==> src/rtl/accel_delta_frame_decoder_unit_assert.svh <==
// Assertion macros for the delta frame decoder; clk and rst_n are taken from the including scope.
`ifndef ACCEL_DELTA_FRAME_DECODER_UNIT_ASSERT_SVH
`define ACCEL_DELTA_FRAME_DECODER_UNIT_ASSERT_SVH

// Same-cycle implication.
`define ADF_AST_IMP(lbl, ante, cons) \
  lbl: assert property (@(posedge clk) disable iff (!rst_n) (ante) |-> (cons)) \
    else $error("adf: same-cycle check failed");

// Next-cycle implication.
`define ADF_AST_NXT(lbl, ante, cons) \
  lbl: assert property (@(posedge clk) disable iff (!rst_n) (ante) |=> (cons)) \
    else $error("adf: next-cycle check failed");

`endif

==> src/rtl/adf_pkg.sv <==
// Shared types and constants of the delta frame decoder.
package adf_pkg;

  // byte classes assigned by the front end
  typedef logic [1:0] tag_t;
  localparam tag_t TAG_FIRST = 2'd0;
  localparam tag_t TAG_KIND  = 2'd1;
  localparam tag_t TAG_BODY  = 2'd2;
  localparam tag_t TAG_SKIP  = 2'd3;

  // decode phases
  localparam logic [2:0] PH_HEADER  = 3'd0;
  localparam logic [2:0] PH_RAW     = 3'd1;
  localparam logic [2:0] PH_WIDTH   = 3'd2;
  localparam logic [2:0] PH_COUNT   = 3'd3;
  localparam logic [2:0] PH_DELTAS  = 3'd4;
  localparam logic [2:0] PH_STOPPED = 3'd5;

  localparam logic [7:0] MEAS_TYPE    = 8'h02;
  localparam logic [7:0] KIND_RAW     = 8'h01;
  localparam logic [4:0] POS_SAT      = 5'd16;
  localparam logic [4:0] POS_KIND     = 5'd9;
  localparam logic [4:0] POS_BODY     = 5'd10;
  localparam int         TRIPLE_BYTES = 6;

  localparam int QDEPTH  = 4;
  localparam int QPTR_W  = $clog2(QDEPTH);
  localparam int QCNT_W  = $clog2(QDEPTH + 1);

  typedef struct packed {
    tag_t       tag;
    logic [7:0] data_byte;
    logic       frame_last;
  } q_item_t;

  // back end status seen by the top level
  typedef struct packed {
    logic [2:0] phase;
    logic       emit;
    logic       pop_last;
  } bk_stat_t;

endpackage

==> src/rtl/adf_in_if.sv <==
// Input byte channel.
interface adf_in_if;
  logic       valid;
  logic       ready;
  logic [7:0] data_byte;
  logic       frame_last;

  modport source (output valid, output data_byte, output frame_last, input ready);
  modport sink   (input valid, input data_byte, input frame_last, output ready);
endinterface

==> src/rtl/adf_out_if.sv <==
// Sample result channel.
interface adf_out_if;
  logic               valid;
  logic               ready;
  logic signed [15:0] accel_x;
  logic signed [15:0] accel_y;
  logic signed [15:0] accel_z;
  logic               last_in_run;

  modport source (output valid, output accel_x, output accel_y, output accel_z,
                  output last_in_run, input ready);
  modport sink   (input valid, input accel_x, input accel_y, input accel_z,
                  input last_in_run, output ready);
endinterface

==> src/rtl/adf_q_if.sv <==
// Classified byte channel between front end, queue and back end.
interface adf_q_if;
  import adf_pkg::*;
  logic    valid;
  logic    ready;
  q_item_t item;

  modport source (output valid, output item, input ready);
  modport sink   (input valid, input item, output ready);
endinterface

==> src/rtl/accel_delta_frame_decoder_unit.sv <==
// Top level of the accelerometer delta frame decoder.
// Decodes measurement frames arriving one byte per beat on in_if (frame_last on the final
// byte) into x,y,z samples on out_if, last_in_run marking the final sample a byte yields.
// Byte 0 must be 0x02, byte 9 selects raw triples (0x01) or delta groups; bytes 10..15
// give the first sample. A front end tags each byte with its frame position and pushes
// it into a four-entry queue; the back end decodes from the queue head into a one-beat
// output register, so input beats keep flowing while a sample waits on out_if, until the
// queue fills. A delta byte stays at the queue head while the deltas that end inside it
// are extracted and, if it closes with a delta still open, while its last bits are gathered:
// the back end extracts one delta per cycle, but stalls when a sample completes while the
// output register still holds one not yet taken. Samples cut short by frame end are
// dropped; sums wrap at 16 bits and carry over between frames. No clearing pass is needed
// after reset.
`include "accel_delta_frame_decoder_unit_assert.svh"

module accel_delta_frame_decoder_unit #(
  parameter int MAX_DELTA_BITS = 32
) (
  input  logic clk,
  input  logic rst_n,
  adf_in_if.sink    in_if,
  adf_out_if.source out_if
);
  import adf_pkg::*;

  adf_q_if  fq_if ();   // front end -> queue
  adf_q_if  qb_if ();   // queue -> back end
  bk_stat_t bk_stat;
  logic     emit_phase_ok;

  adf_front u_front (
    .clk   (clk),
    .rst_n (rst_n),
    .in_if (in_if),
    .q_if  (fq_if)
  );

  adf_queue u_queue (
    .clk   (clk),
    .rst_n (rst_n),
    .wr_if (fq_if),
    .rd_if (qb_if)
  );

  adf_back #(
    .MAX_DELTA_BITS (MAX_DELTA_BITS)
  ) u_back (
    .clk    (clk),
    .rst_n  (rst_n),
    .q_if   (qb_if),
    .out_if (out_if),
    .stat   (bk_stat)
  );

  assign emit_phase_ok = (bk_stat.phase == PH_HEADER) || (bk_stat.phase == PH_RAW) ||
                         (bk_stat.phase == PH_DELTAS);

  // samples only come from header, raw or delta decoding
  `ADF_AST_IMP(a_emit_phase, bk_stat.emit, emit_phase_ok)
  // a held sample is never overwritten
  `ADF_AST_IMP(a_out_hold, out_if.valid && !out_if.ready, !bk_stat.emit)
  // retiring the final byte of a frame returns the decoder to the header phase
  `ADF_AST_NXT(a_frame_end, bk_stat.pop_last, bk_stat.phase == PH_HEADER)

endmodule

==> src/rtl/adf_front.sv <==
// Front end: tracks the byte position in the frame and tags each byte.
module adf_front (
  input  logic clk,
  input  logic rst_n,
  adf_in_if.sink   in_if,
  adf_q_if.source  q_if
);
  import adf_pkg::*;

  logic [4:0] pos_r, pos_nxt;
  tag_t       tag;

  always_comb begin
    if (pos_r == 5'd0) begin
      tag = TAG_FIRST;
    end else if (pos_r == POS_KIND) begin
      tag = TAG_KIND;
    end else if (pos_r >= POS_BODY) begin
      tag = TAG_BODY;
    end else begin
      tag = TAG_SKIP;
    end
  end

  assign q_if.valid           = in_if.valid;
  assign in_if.ready          = q_if.ready;
  assign q_if.item.tag        = tag;
  assign q_if.item.data_byte  = in_if.data_byte;
  assign q_if.item.frame_last = in_if.frame_last;

  always_comb begin
    pos_nxt = pos_r;
    if (in_if.valid && q_if.ready) begin
      if (in_if.frame_last) begin
        pos_nxt = 5'd0;
      end else if (pos_r < POS_SAT) begin
        pos_nxt = pos_r + 5'd1;
      end
    end
  end

  always_ff @(posedge clk) begin
    if (!rst_n) begin
      pos_r <= 5'd0;
    end else begin
      pos_r <= pos_nxt;
    end
  end

endmodule

==> src/rtl/adf_queue.sv <==
// Small FIFO of tagged bytes between front end and back end.
module adf_queue (
  input  logic clk,
  input  logic rst_n,
  adf_q_if.sink   wr_if,
  adf_q_if.source rd_if
);
  import adf_pkg::*;

  q_item_t             mem_r [QDEPTH];
  logic [QPTR_W-1:0]   wp_r, rp_r;
  logic [QCNT_W-1:0]   cnt_r, cnt_nxt;
  logic                push, pop;

  assign wr_if.ready = (cnt_r != QCNT_W'(QDEPTH));
  assign rd_if.valid = (cnt_r != '0);
  assign rd_if.item  = mem_r[rp_r];

  assign push = wr_if.valid && wr_if.ready;
  assign pop  = rd_if.valid && rd_if.ready;

  always_comb begin
    cnt_nxt = cnt_r;
    if (push && !pop) begin
      cnt_nxt = cnt_r + QCNT_W'(1);
    end else if (pop && !push) begin
      cnt_nxt = cnt_r - QCNT_W'(1);
    end
  end

  always_ff @(posedge clk) begin
    if (push) begin
      mem_r[wp_r] <= wr_if.item;
    end
  end

  always_ff @(posedge clk) begin
    if (!rst_n) begin
      wp_r  <= '0;
      rp_r  <= '0;
      cnt_r <= '0;
    end else begin
      if (push) begin
        wp_r <= wp_r + QPTR_W'(1);
      end
      if (pop) begin
        rp_r <= rp_r + QPTR_W'(1);
      end
      cnt_r <= cnt_nxt;
    end
  end

endmodule

==> src/rtl/adf_back.sv <==
// Back end: phase machine, triple gathering, one-delta-per-cycle extractor, output register.
module adf_back #(
  parameter int MAX_DELTA_BITS = 32
) (
  input  logic clk,
  input  logic rst_n,
  adf_q_if.sink          q_if,
  adf_out_if.source      out_if,
  output adf_pkg::bk_stat_t stat
);
  import adf_pkg::*;

  localparam int DW_W = $clog2(MAX_DELTA_BITS + 1);

  logic [2:0]      phase_r, phase_nxt;
  logic [7:0]      kind_r, kind_nxt;
  logic [15:0]     sx_r, sx_nxt, sy_r, sy_nxt, sz_r, sz_nxt;
  logic [39:0]     gath_r, gath_nxt;
  logic [2:0]      gcnt_r, gcnt_nxt;
  logic [DW_W-1:0] dw_r, dw_nxt;
  logic [7:0]      left_r, left_nxt;
  logic [1:0]      axis_r, axis_nxt;
  logic [15:0]     part_r, part_nxt;
  logic [DW_W-1:0] pb_r, pb_nxt;
  logic [2:0]      off_r, off_nxt;

  logic            ov_r, ov_nxt;
  logic [15:0]     ox_r, oy_r, oz_r;
  logic            olast_r;

  q_item_t         item;
  logic [7:0]      b;
  logic            gfull;
  logic            emit, done, smp_last, go, out_free;

  // delta extractor signals
  logic [DW_W-1:0] need;
  logic [7:0]      need8, avail8, take8;
  logic [3:0]      take, off_new;
  logic [7:0]      chunk;
  logic [15:0]     part_new, dval;
  logic            complete, sign;
  logic [7:0]      left_dec, room, need3;

  assign item  = q_if.item;
  assign b     = item.data_byte;
  assign gfull = (gcnt_r == 3'(TRIPLE_BYTES - 1));

  always_comb begin
    need     = dw_r - pb_r;
    need8    = 8'(need);
    avail8   = 8'd8 - 8'(off_r);
    take8    = (need8 < avail8) ? need8 : avail8;
    take     = take8[3:0];
    chunk    = (b >> off_r) & ~(8'hFF << take);
    part_new = part_r | ((8'(pb_r) < 8'd16) ? (16'(chunk) << pb_r[3:0]) : 16'd0);
    complete = (need8 == take8);
    sign     = part_new[4'(dw_r[3:0] - 4'd1)];
    if ((8'(dw_r) < 8'd16) && sign) begin
      dval = part_new | (16'hFFFF << dw_r[3:0]);
    end else begin
      dval = part_new;
    end
    off_new  = 4'(off_r) + take;
    left_dec = left_r - 8'd1;
    room     = 8'(4'd8 - off_new);
    need3    = (8'(dw_r) << 1) + 8'(dw_r);
  end

  always_comb begin
    phase_nxt = phase_r;
    kind_nxt  = kind_r;
    sx_nxt    = sx_r;
    sy_nxt    = sy_r;
    sz_nxt    = sz_r;
    gath_nxt  = gath_r;
    gcnt_nxt  = gcnt_r;
    dw_nxt    = dw_r;
    left_nxt  = left_r;
    axis_nxt  = axis_r;
    part_nxt  = part_r;
    pb_nxt    = pb_r;
    emit      = 1'b0;
    done      = 1'b1;
    smp_last  = 1'b1;

    case (phase_r)
      PH_HEADER, PH_RAW: begin
        if (phase_r == PH_HEADER && item.tag == TAG_FIRST) begin
          if (b != MEAS_TYPE) begin
            phase_nxt = PH_STOPPED;
          end
        end else if (phase_r == PH_HEADER && item.tag == TAG_KIND) begin
          kind_nxt = b;
        end else if (phase_r == PH_RAW || item.tag == TAG_BODY) begin
          if (gfull) begin
            sx_nxt   = gath_r[15:0];
            sy_nxt   = gath_r[31:16];
            sz_nxt   = {b, gath_r[39:32]};
            gath_nxt = '0;
            gcnt_nxt = '0;
            emit     = 1'b1;
            if (phase_r == PH_HEADER) begin
              phase_nxt = (kind_r == KIND_RAW) ? PH_RAW : PH_WIDTH;
            end
          end else begin
            gath_nxt = gath_r | (40'(b) << {gcnt_r, 3'b000});
            gcnt_nxt = gcnt_r + 3'd1;
          end
        end
      end
      PH_WIDTH: begin
        if (b == 8'd0 || b > 8'(MAX_DELTA_BITS)) begin
          phase_nxt = PH_STOPPED;
        end else begin
          dw_nxt    = b[DW_W-1:0];
          phase_nxt = PH_COUNT;
        end
      end
      PH_COUNT: begin
        left_nxt  = b;
        axis_nxt  = '0;
        part_nxt  = '0;
        pb_nxt    = '0;
        phase_nxt = (b == 8'd0) ? PH_WIDTH : PH_DELTAS;
      end
      PH_DELTAS: begin
        done = (off_new == 4'd8);
        if (complete) begin
          part_nxt = '0;
          pb_nxt   = '0;
          case (axis_r)
            2'd0: begin
              sx_nxt   = sx_r + dval;
              axis_nxt = 2'd1;
            end
            2'd1: begin
              sy_nxt   = sy_r + dval;
              axis_nxt = 2'd2;
            end
            default: begin
              sz_nxt   = sz_r + dval;
              axis_nxt = 2'd0;
              emit     = 1'b1;
              left_nxt = left_dec;
              if (left_dec == 8'd0) begin
                phase_nxt = PH_WIDTH;
                done      = 1'b1;
              end
            end
          endcase
          // last in run unless another whole sample still fits in this byte's remaining bits
          smp_last = done || (room < need3);
        end else begin
          part_nxt = part_new;
          pb_nxt   = pb_r + DW_W'(take);
        end
      end
      default: begin
      end
    endcase
  end

  assign off_nxt  = done ? 3'd0 : off_new[2:0];
  assign out_free = !ov_r || out_if.ready;
  assign go       = q_if.valid && (out_free || !emit);
  assign q_if.ready = go && done;

  assign stat.phase    = phase_r;
  assign stat.emit     = go && emit;
  assign stat.pop_last = go && done && item.frame_last;

  always_comb begin
    ov_nxt = ov_r;
    if (go && emit) begin
      ov_nxt = 1'b1;
    end else if (out_if.ready) begin
      ov_nxt = 1'b0;
    end
  end

  always_ff @(posedge clk) begin
    if (!rst_n) begin
      phase_r <= PH_HEADER;
      kind_r  <= '0;
      sx_r    <= '0;
      sy_r    <= '0;
      sz_r    <= '0;
      gath_r  <= '0;
      gcnt_r  <= '0;
      dw_r    <= '0;
      left_r  <= '0;
      axis_r  <= '0;
      part_r  <= '0;
      pb_r    <= '0;
      off_r   <= '0;
      ov_r    <= 1'b0;
    end else begin
      ov_r <= ov_nxt;
      if (go) begin
        sx_r <= sx_nxt;
        sy_r <= sy_nxt;
        sz_r <= sz_nxt;
        if (done && item.frame_last) begin
          // frame end: per-frame state back to reset, sums kept
          phase_r <= PH_HEADER;
          kind_r  <= '0;
          gath_r  <= '0;
          gcnt_r  <= '0;
          dw_r    <= '0;
          left_r  <= '0;
          axis_r  <= '0;
          part_r  <= '0;
          pb_r    <= '0;
          off_r   <= '0;
        end else begin
          phase_r <= phase_nxt;
          kind_r  <= kind_nxt;
          gath_r  <= gath_nxt;
          gcnt_r  <= gcnt_nxt;
          dw_r    <= dw_nxt;
          left_r  <= left_nxt;
          axis_r  <= axis_nxt;
          part_r  <= part_nxt;
          pb_r    <= pb_nxt;
          off_r   <= off_nxt;
        end
      end
    end
  end

  always_ff @(posedge clk) begin
    if (go && emit) begin
      ox_r    <= sx_nxt;
      oy_r    <= sy_nxt;
      oz_r    <= sz_nxt;
      olast_r <= smp_last;
    end
  end

  assign out_if.valid       = ov_r;
  assign out_if.accel_x     = ox_r;
  assign out_if.accel_y     = oy_r;
  assign out_if.accel_z     = oz_r;
  assign out_if.last_in_run = olast_r;

endmodule

==> src/flat_wrapper.sv <==
// flat-port wrapper written by rule: the top's interface ports become plain ports
module accel_delta_frame_decoder_unit_flat import adf_pkg::*;
#(
  parameter int MAX_DELTA_BITS = 32
)
  (clk, rst_n, in_if_valid, in_if_data_byte, in_if_frame_last, in_if_ready, out_if_valid, out_if_accel_x, out_if_accel_y, out_if_accel_z, out_if_last_in_run, out_if_ready);
  adf_in_if in_if_i ();
  adf_out_if out_if_i ();
  input  logic clk;
  input  logic rst_n;
  input wire logic [$bits(in_if_i.valid)-1:0] in_if_valid;
  input wire logic [$bits(in_if_i.data_byte)-1:0] in_if_data_byte;
  input wire logic [$bits(in_if_i.frame_last)-1:0] in_if_frame_last;
  output wire logic [$bits(in_if_i.ready)-1:0] in_if_ready;
  output wire logic [$bits(out_if_i.valid)-1:0] out_if_valid;
  output wire logic [$bits(out_if_i.accel_x)-1:0] out_if_accel_x;
  output wire logic [$bits(out_if_i.accel_y)-1:0] out_if_accel_y;
  output wire logic [$bits(out_if_i.accel_z)-1:0] out_if_accel_z;
  output wire logic [$bits(out_if_i.last_in_run)-1:0] out_if_last_in_run;
  input wire logic [$bits(out_if_i.ready)-1:0] out_if_ready;
  assign in_if_i.valid = in_if_valid;
  assign in_if_i.data_byte = in_if_data_byte;
  assign in_if_i.frame_last = in_if_frame_last;
  assign in_if_ready = in_if_i.ready;
  assign out_if_valid = out_if_i.valid;
  assign out_if_accel_x = out_if_i.accel_x;
  assign out_if_accel_y = out_if_i.accel_y;
  assign out_if_accel_z = out_if_i.accel_z;
  assign out_if_last_in_run = out_if_i.last_in_run;
  assign out_if_i.ready = out_if_ready;
  accel_delta_frame_decoder_unit #(.MAX_DELTA_BITS(MAX_DELTA_BITS)) u_core (.clk(clk), .rst_n(rst_n), .in_if(in_if_i), .out_if(out_if_i));
endmodule
==> config.mk <==
export PLATFORM = sky130hd
export DESIGN_NAME = accel_delta_frame_decoder_unit_flat
export DESIGN_NICKNAME = d
export VERILOG_FILES = /design/src/rtl/adf_pkg.sv /design/src/rtl/adf_in_if.sv /design/src/rtl/adf_out_if.sv /design/src/rtl/adf_q_if.sv /design/src/rtl/accel_delta_frame_decoder_unit.sv /design/src/rtl/adf_front.sv /design/src/rtl/adf_queue.sv /design/src/rtl/adf_back.sv /design/src/flat_wrapper.sv
export VERILOG_INCLUDE_DIRS = /design/src /design/src/rtl
export SDC_FILE = /design/constraint.sdc
export NUM_CORES = 1
export LEC_CHECK = 0
export ABC_CLOCK_PERIOD_IN_PS = 11300
export BUFFER_PORTS_ARGS = -buffer_cell sky130_fd_sc_hd__clkbuf_2
export CORE_MARGIN = 2
export CORE_UTILIZATION = 55
export CTS_CLUSTER_DIAMETER = 200
export DETAILED_ROUTE_END_ITERATION = 6
export GPL_TIMING_DRIVEN = 0
export PLACE_DENSITY = 0.74
export SKIP_CTS_REPAIR_TIMING = 1
export SYNTH_ARGS = -nofsm -noshare
export SYNTH_HDL_FRONTEND = slang
export SYNTH_SLANG_ARGS = --single-unit
==> constraint.sdc <==
create_clock -name clk -period 11.3 [get_ports clk]
set_input_delay 2.26 -clock clk [delete_from_list [all_inputs] [get_ports clk]]
set_output_delay 2.26 -clock clk [all_outputs]
set_load 0.1 [all_outputs]
# == After elaboration in Yosys (flattened, before gate mapping) ==
# Memories as Yosys holds them, arrays and structs flattened. A register that Yosys moved wholly into a read port is not among the register bits.
# Cells that the tools add are included.
# op_classes
n_addsub,17
magnitude_cmp,8
n_eq_ne,25
shifts,5
muxes,101
bitwise_logic,5
n_reduce_logical,47
# ops
op,count
$mux 16,22
$mux 40,6
$pmux 16 s2,4
$mux 3,22
$mux 8,8
$add 16x16->16,3
$or 40x40->40,1
$shl 8x6->40,1
$or 16x16->16,2
$mux 6,5
$mux 1,18
$logic_not 8->1,2
$ne 4x4->1 const B,4
$pmux 8 s2,1
$shl 16x4->16 const A,1
$shl 8x4->16,1
$mux 2,7
$reduce_bool 2->1,7
$lt 6x5->1 const B,2
$ne 3x3->1 const B,4
$pmux 3 s4,1
$pmux 6 s2,1
$logic_and 1x1->1,11
$mux 5,2
50 further kinds,72
# totals
ff_bits,205
ram_bits,44
out_inout_bits,51
elab_cells,231
mem_count,1
# mem_list
memory,depth,width,read_ports,rd_ports_with_merged_regs,wr,line,source
u_core.u_queue.mem_r,4,11,1,1,1,adf_queue.sv:10,q_item_t mem_r [QDEPTH];

# == Depth between registers and ports, before layout ==
# Gate-level depths: netlist of run 1.
# logic_depth
depth_word,17
depth_mapped,41

# == By module ==
# A second synthesis of run 1 with hierarchy kept.
# hier_totals
hier_cells,1664
area_unflattened_um2,15253.4
# modules_own_cells
module,n_inst,cells_each,area_each_um2,seq_area_each_um2
adf_back,1,1509,12728.5,4354.2
adf_queue,1,105,2110.8,1501.4
adf_front,1,50,414.1,100.1

# == Least setup slack after synthesis of run 1 ==
# OpenSTA, ideal clock, no wires.
# synth_path
path_kind,register to register
startpoint,reg u_core.u_back.pb_r[2]
endpoint,"reg u_core.u_back.ox_r[15], in the netlist u_core.u_back.out_if.accel_x[15] (data pin)"
arrival_ns,8.430
required_time_ns,11.165
path_slack_ns,2.734
stages_incl_launch_ff,41
path_buffers,4
period_less_slack_ns,8.566
path_cell_list,dfxtp_1 clkbuf_1 inv_1 clkbuf_1 ha_1 nor2_1 a21oi_1 xor2_1 buf_2 ha_1 a2111oi_2 or3_1 buf_1 nor3_1 a2111oi_0 o22a_1 a221oi_1 a221oi_2 (+5 left out) a21boi_0 inv_1 ha_1 a21o_1 a21o_1 a21o_1 a221o_1 nand4_1 nand3_1 o21ai_0 nand2b_1 a21oi_1 nor2_1 a211oi_1 o21ai_0 xnor2_1 or4_1 nand3_1
# synth_between
elab_chain_len,17
word_cells_on_any_way,20
# synth_rtl
element,line,source
from (decl),adf_back.sv:24,"logic [DW_W-1:0] pb_r, pb_nxt;"
from (signal assigned),adf_back.sv:225,pb_r <= pb_nxt;
$sub 6x6->6,adf_back.sv:50,need = dw_r - pb_r;
$lt 6x8->1,adf_back.sv:53,take8 = (need8 < avail8) ? need8 : avail8;
$mux 8,adf_back.sv:53,
$shl 8x4->8,adf_back.sv:55,chunk = (b >> off_r) & ~(8'hFF << take);
$not 8->8,adf_back.sv:55,
$and 8x8->8,adf_back.sv:55,
$shl 8x4->16,adf_back.sv:56,part_new = part_r | ((8'(pb_r) < 8'd16) ? (16'(chunk) << pb_r[3:0]) : 16'd0);
$mux 16,adf_back.sv:56,
(+2 left out),n/a,
$mux 1 (implied by the code),adf_back.sv:58,sign = part_new[4'(dw_r[3:0] - 4'd1)];
$logic_and 1x1->1,adf_back.sv:59,if ((8'(dw_r) < 8'd16) && sign) begin
$mux 16,adf_back.sv:59,
$add 16x16->16,adf_back.sv:134,sx_nxt = sx_r + dval;
$mux 16,adf_back.sv:132,case (axis_r)
$mux 16 *,adf_back.sv:129,if (complete) begin
$pmux 16 s2 *,adf_back.sv:87,case (phase_r)
named net u_core.u_back.sx_nxt[15],adf_back.sv:17,"logic [15:0] sx_r, sx_nxt, sy_r, sy_nxt, sz_r, sz_nxt;"
to (signal assigned),adf_back.sv:234,ox_r <= sx_nxt;
to (decl),adf_back.sv:28,"logic [15:0] ox_r, oy_r, oz_r;"
# The timed path passes the listed nets; every way through them passes the cells marked *. The select of a mux whose other input is x is not followed.
# A chain may end at the register's enable or synchronous reset.

# == Worst setup path after layout of run 1 ==
# layout_path
startpoint,reg u_core.u_back.dw_r[0]
endpoint,"reg u_core.u_back.ox_r[15], in the netlist u_core.u_back.out_if.accel_x[15] (data pin)"
# layout_between
elab_chain_len,17
word_cells_on_any_way,22
# layout_rtl
element,line,source
from (decl),adf_back.sv:20,"logic [DW_W-1:0] dw_r, dw_nxt;"
from (signal assigned),adf_back.sv:221,dw_r <= dw_nxt;
$sub 6x6->6,adf_back.sv:50,
$lt 6x8->1,adf_back.sv:53,
$mux 8,adf_back.sv:53,
$shl 8x4->8,adf_back.sv:55,
$not 8->8,adf_back.sv:55,
$and 8x8->8,adf_back.sv:55,
$shl 8x4->16,adf_back.sv:56,
$mux 16,adf_back.sv:56,
(+2 left out),n/a,
$mux 1 (implied by the code),adf_back.sv:58,
$logic_and 1x1->1,adf_back.sv:59,
$mux 16,adf_back.sv:59,
$add 16x16->16,adf_back.sv:134,
$mux 16,adf_back.sv:132,
$mux 16 *,adf_back.sv:129,
$pmux 16 s2 *,adf_back.sv:87,
named net u_core.u_back.sx_nxt[15],adf_back.sv:17,
# Marked as above.

==> flow_summary.ini, run 1 <==
[routing]
routed_wl_um = 45800
vias_per_cell = 6.43
drc = 0
postRouteAntennaNets = 0
wl_per_cell_um = 21.7
first_iter_violations = 1523
dr.pass1.iters = 6
vias = 13600

[layout]
final_net_count = 1868
syn_to_final_growth_pct = 12.0
fill_cells = 2256
drive_gt1_frac = 0.0927

[worst_hold_path]
hold_class = reg -> reg

[worst_setup_path]
endpoint = u_core.u_back.out_if.accel_x[15]$_DFFE_PP_
critPathLaunchType = flip-flop
slowest_stage = o311ai_1
worstPathRequired_ns = 11.70
crit_start = u_core.u_back.dw_r[0]$_SDFFE_PN0P_
cp.arrival_ns = 10.87
crit_fanout = 10
path_class = reg -> reg
cp_slowest_stage_delay_ns = 0.76
path_buf_inv = 5
cp.depth = 37
cp-end-kind = flip-flop
crit_top_cell = a21o_1
timing.rr.end = u_core.u_back.out_if.accel_x[15]$_DFFE_PP_
r2r-start = u_core.u_back.dw_r[0]$_SDFFE_PN0P_
regToRegSetupSlack_ns = 0.84
cp_top_family = compound AO/OA/AOI/OAI gates
r2r_cells = 37

[status]
failed_checks = max-capacitance violations, max-slew violations
outcome = complete, but fails checks

[timing]
clock_skew_ns = 0.0274
setup_violations = 0
relSlewSlack = -0.00641
worst_pin_slew_ns = 1.49
rsz0062_at_grt = no
clock.fmax_mhz = 95.6
slew_viol_final = 1
post-route-min-period_ns = 10.46
hold_viol = 0
setup_tns_ns = 0
finalCritPeriodShare = 0.926

[floorplan]
rows = 60
io_pins = 64
dieArea_mm2 = 0.0284
core_area_mm2 = 0.0267
die_w_um = 168
die_y_um = 168
floorplan.initialDensity = 0.557

[synthesis]
syn_inst = 1654
ys_types = 93
synth_top_area_share = 0.213
synth_area_mm2 = 0.0149
yosysWarnings = 0
seq_area_frac_synth = 0.400
synth.most_common_cell = nor2_1
synthTopCellsByCount = 290 x nor2_1, 158 x dfxtp_1, 110 x a21oi_1
ys_dominant_reg_cell = dfxtp_1
ys_ff_latch = 251
avgSynthCellArea_um2 = 9.00
syn_nets = 1774
synth_edf_count = 93
yosysTopAreaCell = dfxtp_1
synth.area.top_cells = dfxtp_1 21%, edfxtp_1 19%, ha_1 8.3%
async_flop_share = 0

[global_routing]
track_usage = 0.318
grt_max_degree = 35
met2_usage = 0.497
use_met1 = 0.448
antenna_found_initial = 0
overflow = 0
grt_pass1_vias = 12500
grt_util_met3 = 0.0594
busiest_layer = met2
grt_pass1_wl_um = 70600

[cts]
clk_latency_ns = 0.55
cts-htree-levels = 1
clk_path_buf_depth = 3
cts_num_sinks = 251
cts_root_buf = clkbuf_16
clk_pin_slew_ns = 0.06
cts_buffers = 27
cts_tree = built

[place]
place.gp.congestion = 0.989
dpl.hpwl_um = 33400
port_buffers = 63

[flow_run]
cap_violations = 1
-- registers in the layout, indices dropped and copies added (netlist names), 16 cells and up, named ones only --
name,flops
u_core.u_queue.mem_r,44
u_core.u_back.gath_r,40
u_core.u_back.out_if.accel_x,16
u_core.u_back.out_if.accel_y,16
u_core.u_back.out_if.accel_z,16
u_core.u_back.part_r,16
u_core.u_back.sx_r,16
u_core.u_back.sy_r,16
u_core.u_back.sz_r,16
-- kinds of logic after synthesis --
| group | share of synthesized area |
|---|---|
| AOI/OAI and AO/OA | 0.193 |
| xor gates and xnor gates | 0.0388 |
| adders and majority gates | 0.0940 |
| buffers and inverters | 0.0376 |
| DFF | 0.400 |
| muxes | 0.0393 |
| and+or+nand+nor | 0.197 |
-- placed cells by master, fill, tap and decap left out, types with 18 or more instances in the layout --
master	n
a21o_1	33
a21oi_1	110
a221o_1	37
a22oi_1	18
a31oi_1	25
clkbuf_1	67
clkbuf_16	29
clkbuf_2	64
dfxtp_1	158
edfxtp_1	93
ha_1	99
inv_1	57
mux2i_1	27
nand2_1	101
nand2b_1	23
nand3_1	30
nor2_1	289
nor3_1	81
o21ai_0	65
xnor2_1	44
xor2_1	20
-- worst min-delay path, cell delays in order (launching register included) --
cell     delay, ns
dfxtp_1       0.32
a21oi_1       0.04
nor2_1        0.07
-- worst min-delay path by stage --
stage                                             to                             startpoint  slack [ns]  cells past startpoint
5_1_grt         u_core.u_back.left_r[5]$_SDFFE_PN0P_   u_core.u_back.left_r[5]$_SDFFE_PN0P_        0.50                      2
4_1_cts         u_core.u_back.gath_r[1]$_SDFFE_PN0P_   u_core.u_back.gath_r[1]$_SDFFE_PN0P_        0.47                      2
3_3_place_gp   u_core.u_back.gath_r[14]$_SDFFE_PN0P_  u_core.u_back.gath_r[14]$_SDFFE_PN0P_        0.45                      2
3_5_place_dp    u_core.u_back.gath_r[1]$_SDFFE_PN0P_   u_core.u_back.gath_r[1]$_SDFFE_PN0P_        0.46                      2
2_1_floorplan  u_core.u_back.gath_r[14]$_SDFFE_PN0P_  u_core.u_back.gath_r[14]$_SDFFE_PN0P_        0.44                      2
6_report       u_core.u_back.gath_r[29]$_SDFFE_PN0P_  u_core.u_back.gath_r[29]$_SDFFE_PN0P_        0.47                      2
-- metal layers --
layer	vias up	wire length, µm
met3	122	4530
met5	-	0
met2	733	20200
met4	0	1630
li1	6252	-
met1	6464	19400
-- final cells by class --
cell class	instances	area, µm²	share of cell area
Clock buffer	32	767	0.0460
Tap cell	341	427	0.0256
Timing Repair Buffer	65	347	0.0208
Inverter	60	225	0.0135
Antenna cell	1	2.50	0.000150
Sequential cell	251	5960	0.357
Multi-Input combinational cell	1260	8380	0.503
Clock inverter	18	224	0.0134
Buffer	83	334	0.0200
-- stage by stage --
step | area [µm²] | hold slack [ns] | utilization | std cells | setup WS, ns
floorplan | 14900 | 0.437 | - | 1654 | 2.73
global placement | 15600 | 0.450 | 0.585 | 2058 | 0.584
detailed placement | 15700 | 0.456 | 0.586 | 2060 | 0.503
CTS | 16700 | 0.472 | 0.623 | 2110 | 0.429
global route | 16700 | 0.500 | 0.623 | 2110 | 0.123
finish | 16700 | 0.474 | 0.624 | 2111 | 0.836
Power of run 1 is left out: the tool's default activity adds up to more than one toggle a clock period on the data nets, which glitch-free logic cannot reach.
==> run 2: changes to the inputs <==
CORE_UTILIZATION = 30   (was 55)
PLACE_DENSITY = 0.47   (was 0.74)
==> flow_summary.ini, run 2 (same netlist as run 1, synthesis figures left out) <==
[global_routing]
track_usage = 0.200
antenna_found_initial = 2
grt_pass1_vias = 12300
grt_max_degree = 35
grt_pass1_wl_um = 77700
overflow = 0

[cts]
cts_buffers = 30
clk_path_buf_depth = 3
cts_num_sinks = 251
clk_latency_ns = 0.58
cts_root_buf = clkbuf_16
cts_tree = built
clk_pin_slew_ns = 0.06
cts-htree-levels = 1

[flow_run]
cap_violations = 0

[worst_setup_path]
crit_fanout = 10
path_class = reg -> reg
critPathLaunchType = flip-flop
crit_top_cell = a21o_1
cp-end-kind = flip-flop
slowest_stage = o41ai_1
worstPathRequired_ns = 11.72
cp_slowest_stage_delay_ns = 0.90
cp.arrival_ns = 11.04

[layout]
fill_cells = 5094
most-common-layout-cells = 289 x nor2_1, 158 x dfxtp_1, 110 x a21oi_1
fin_cells = 2441
design_area_mm2 = 0.0170
final_net_count = 1873
final_util = 0.348
largest_reg_flops = 44
syn_to_final_growth_pct = 14.4
max_flop_register = u_core.u_queue.mem_r
layout_commonest_cell = nor2_1
reg_top3 = u_core.u_queue.mem_r: 44 flops, u_core.u_back.gath_r: 40 flops
antennaDiodeCount = 0
drive_gt1_frac = 0.0906

[routing]
routed_wl_um = 51600
postRouteAntennaNets = 0
vias = 13200
dr.pass1.iters = 7
vias_per_cell = 5.39
wl_per_cell_um = 21.2
drc = 0
first_iter_violations = 1250

[floorplan]
core_area_mm2 = 0.0490
rows = 81
io_pins = 64
dieArea_mm2 = 0.0514
floorplan.initialDensity = 0.304
die_w_um = 227
die_y_um = 227

[timing]
relSlewSlack = 0.0205
clock.fmax_mhz = 94.2
rsz0062_at_grt = no
worst_pin_slew_ns = 1.45
setup_tns_ns = 0
post-route-min-period_ns = 10.62
slew_viol_final = 0
setup_violations = 0
hold_viol = 0
finalCritPeriodShare = 0.940
clock_skew_ns = 0.0110

[place]
place.gp.congestion = 0.878
dpl.hpwl_um = 38200
dp_cells = 2385
port_buffers = 63
placed_cell_area_mm2 = 0.0161

[worst_hold_path]
hold_class = reg -> reg

[status]
outcome = completed
-- run 2: critical path: cells and delay by family, from the launching register on --
family                     cells  cell delay [ns]
xor gates and xnor gates       2             0.55
buffers and inverters          5             1.33
and+or+nand+nor               14             2.65
adders and majority gates      3             1.05
AOI/OAI and AO/OA             15             4.49
DFF                            1             0.36
-- run 2: per-layer routing --
metal	vias to the layer above	routed length, µm	GRT usage
li1	6267	-	-
met1	6304	24300	0.290
met2	485	22300	0.310
met3	92	3490	0.0268
met4	2	1570	0.0575
met5	-	15	0
-- run 2: layout make-up --
cell class	instances	area [µm²]	area share
multi-input combinational	1260	8390	0.493
sequential	251	5960	0.350
tap	664	831	0.0488
clock buffer	38	812	0.0477
timing repair buffer	67	362	0.0212
buffer	83	334	0.0196
inverter	60	225	0.0132
clock inverter	18	115	0.00676
-- run 2: path summary, 6_finish.rpt --
kind	start	end	slack (ns)	cells past startpoint
max	u_core.u_back.pb_r[2]$_SDFFE_PN0P_	u_core.u_back.out_if.accel_x[15]$_DFFE_PP_	0.68	39
min	u_core.u_back.gath_r[30]$_SDFFE_PN0P_	u_core.u_back.gath_r[30]$_SDFFE_PN0P_	0.47	2
max reg2reg	u_core.u_back.pb_r[2]$_SDFFE_PN0P_	u_core.u_back.out_if.accel_x[15]$_DFFE_PP_	0.68	39
min reg2reg	u_core.u_back.gath_r[30]$_SDFFE_PN0P_	u_core.u_back.gath_r[30]$_SDFFE_PN0P_	0.47	2
-- run 2: stage by stage --
stage | setup WS [ns] | hold slack (ns)
global route | 0.0967 | 0.493
global placement | -0.0467 | 0.448
CTS | -0.00926 | 0.471
finish | 0.681 | 0.473
floorplan | 2.73 | 0.437
detailed placement | 0.0665 | 0.454
Power of run 2 is left out for the same reason.
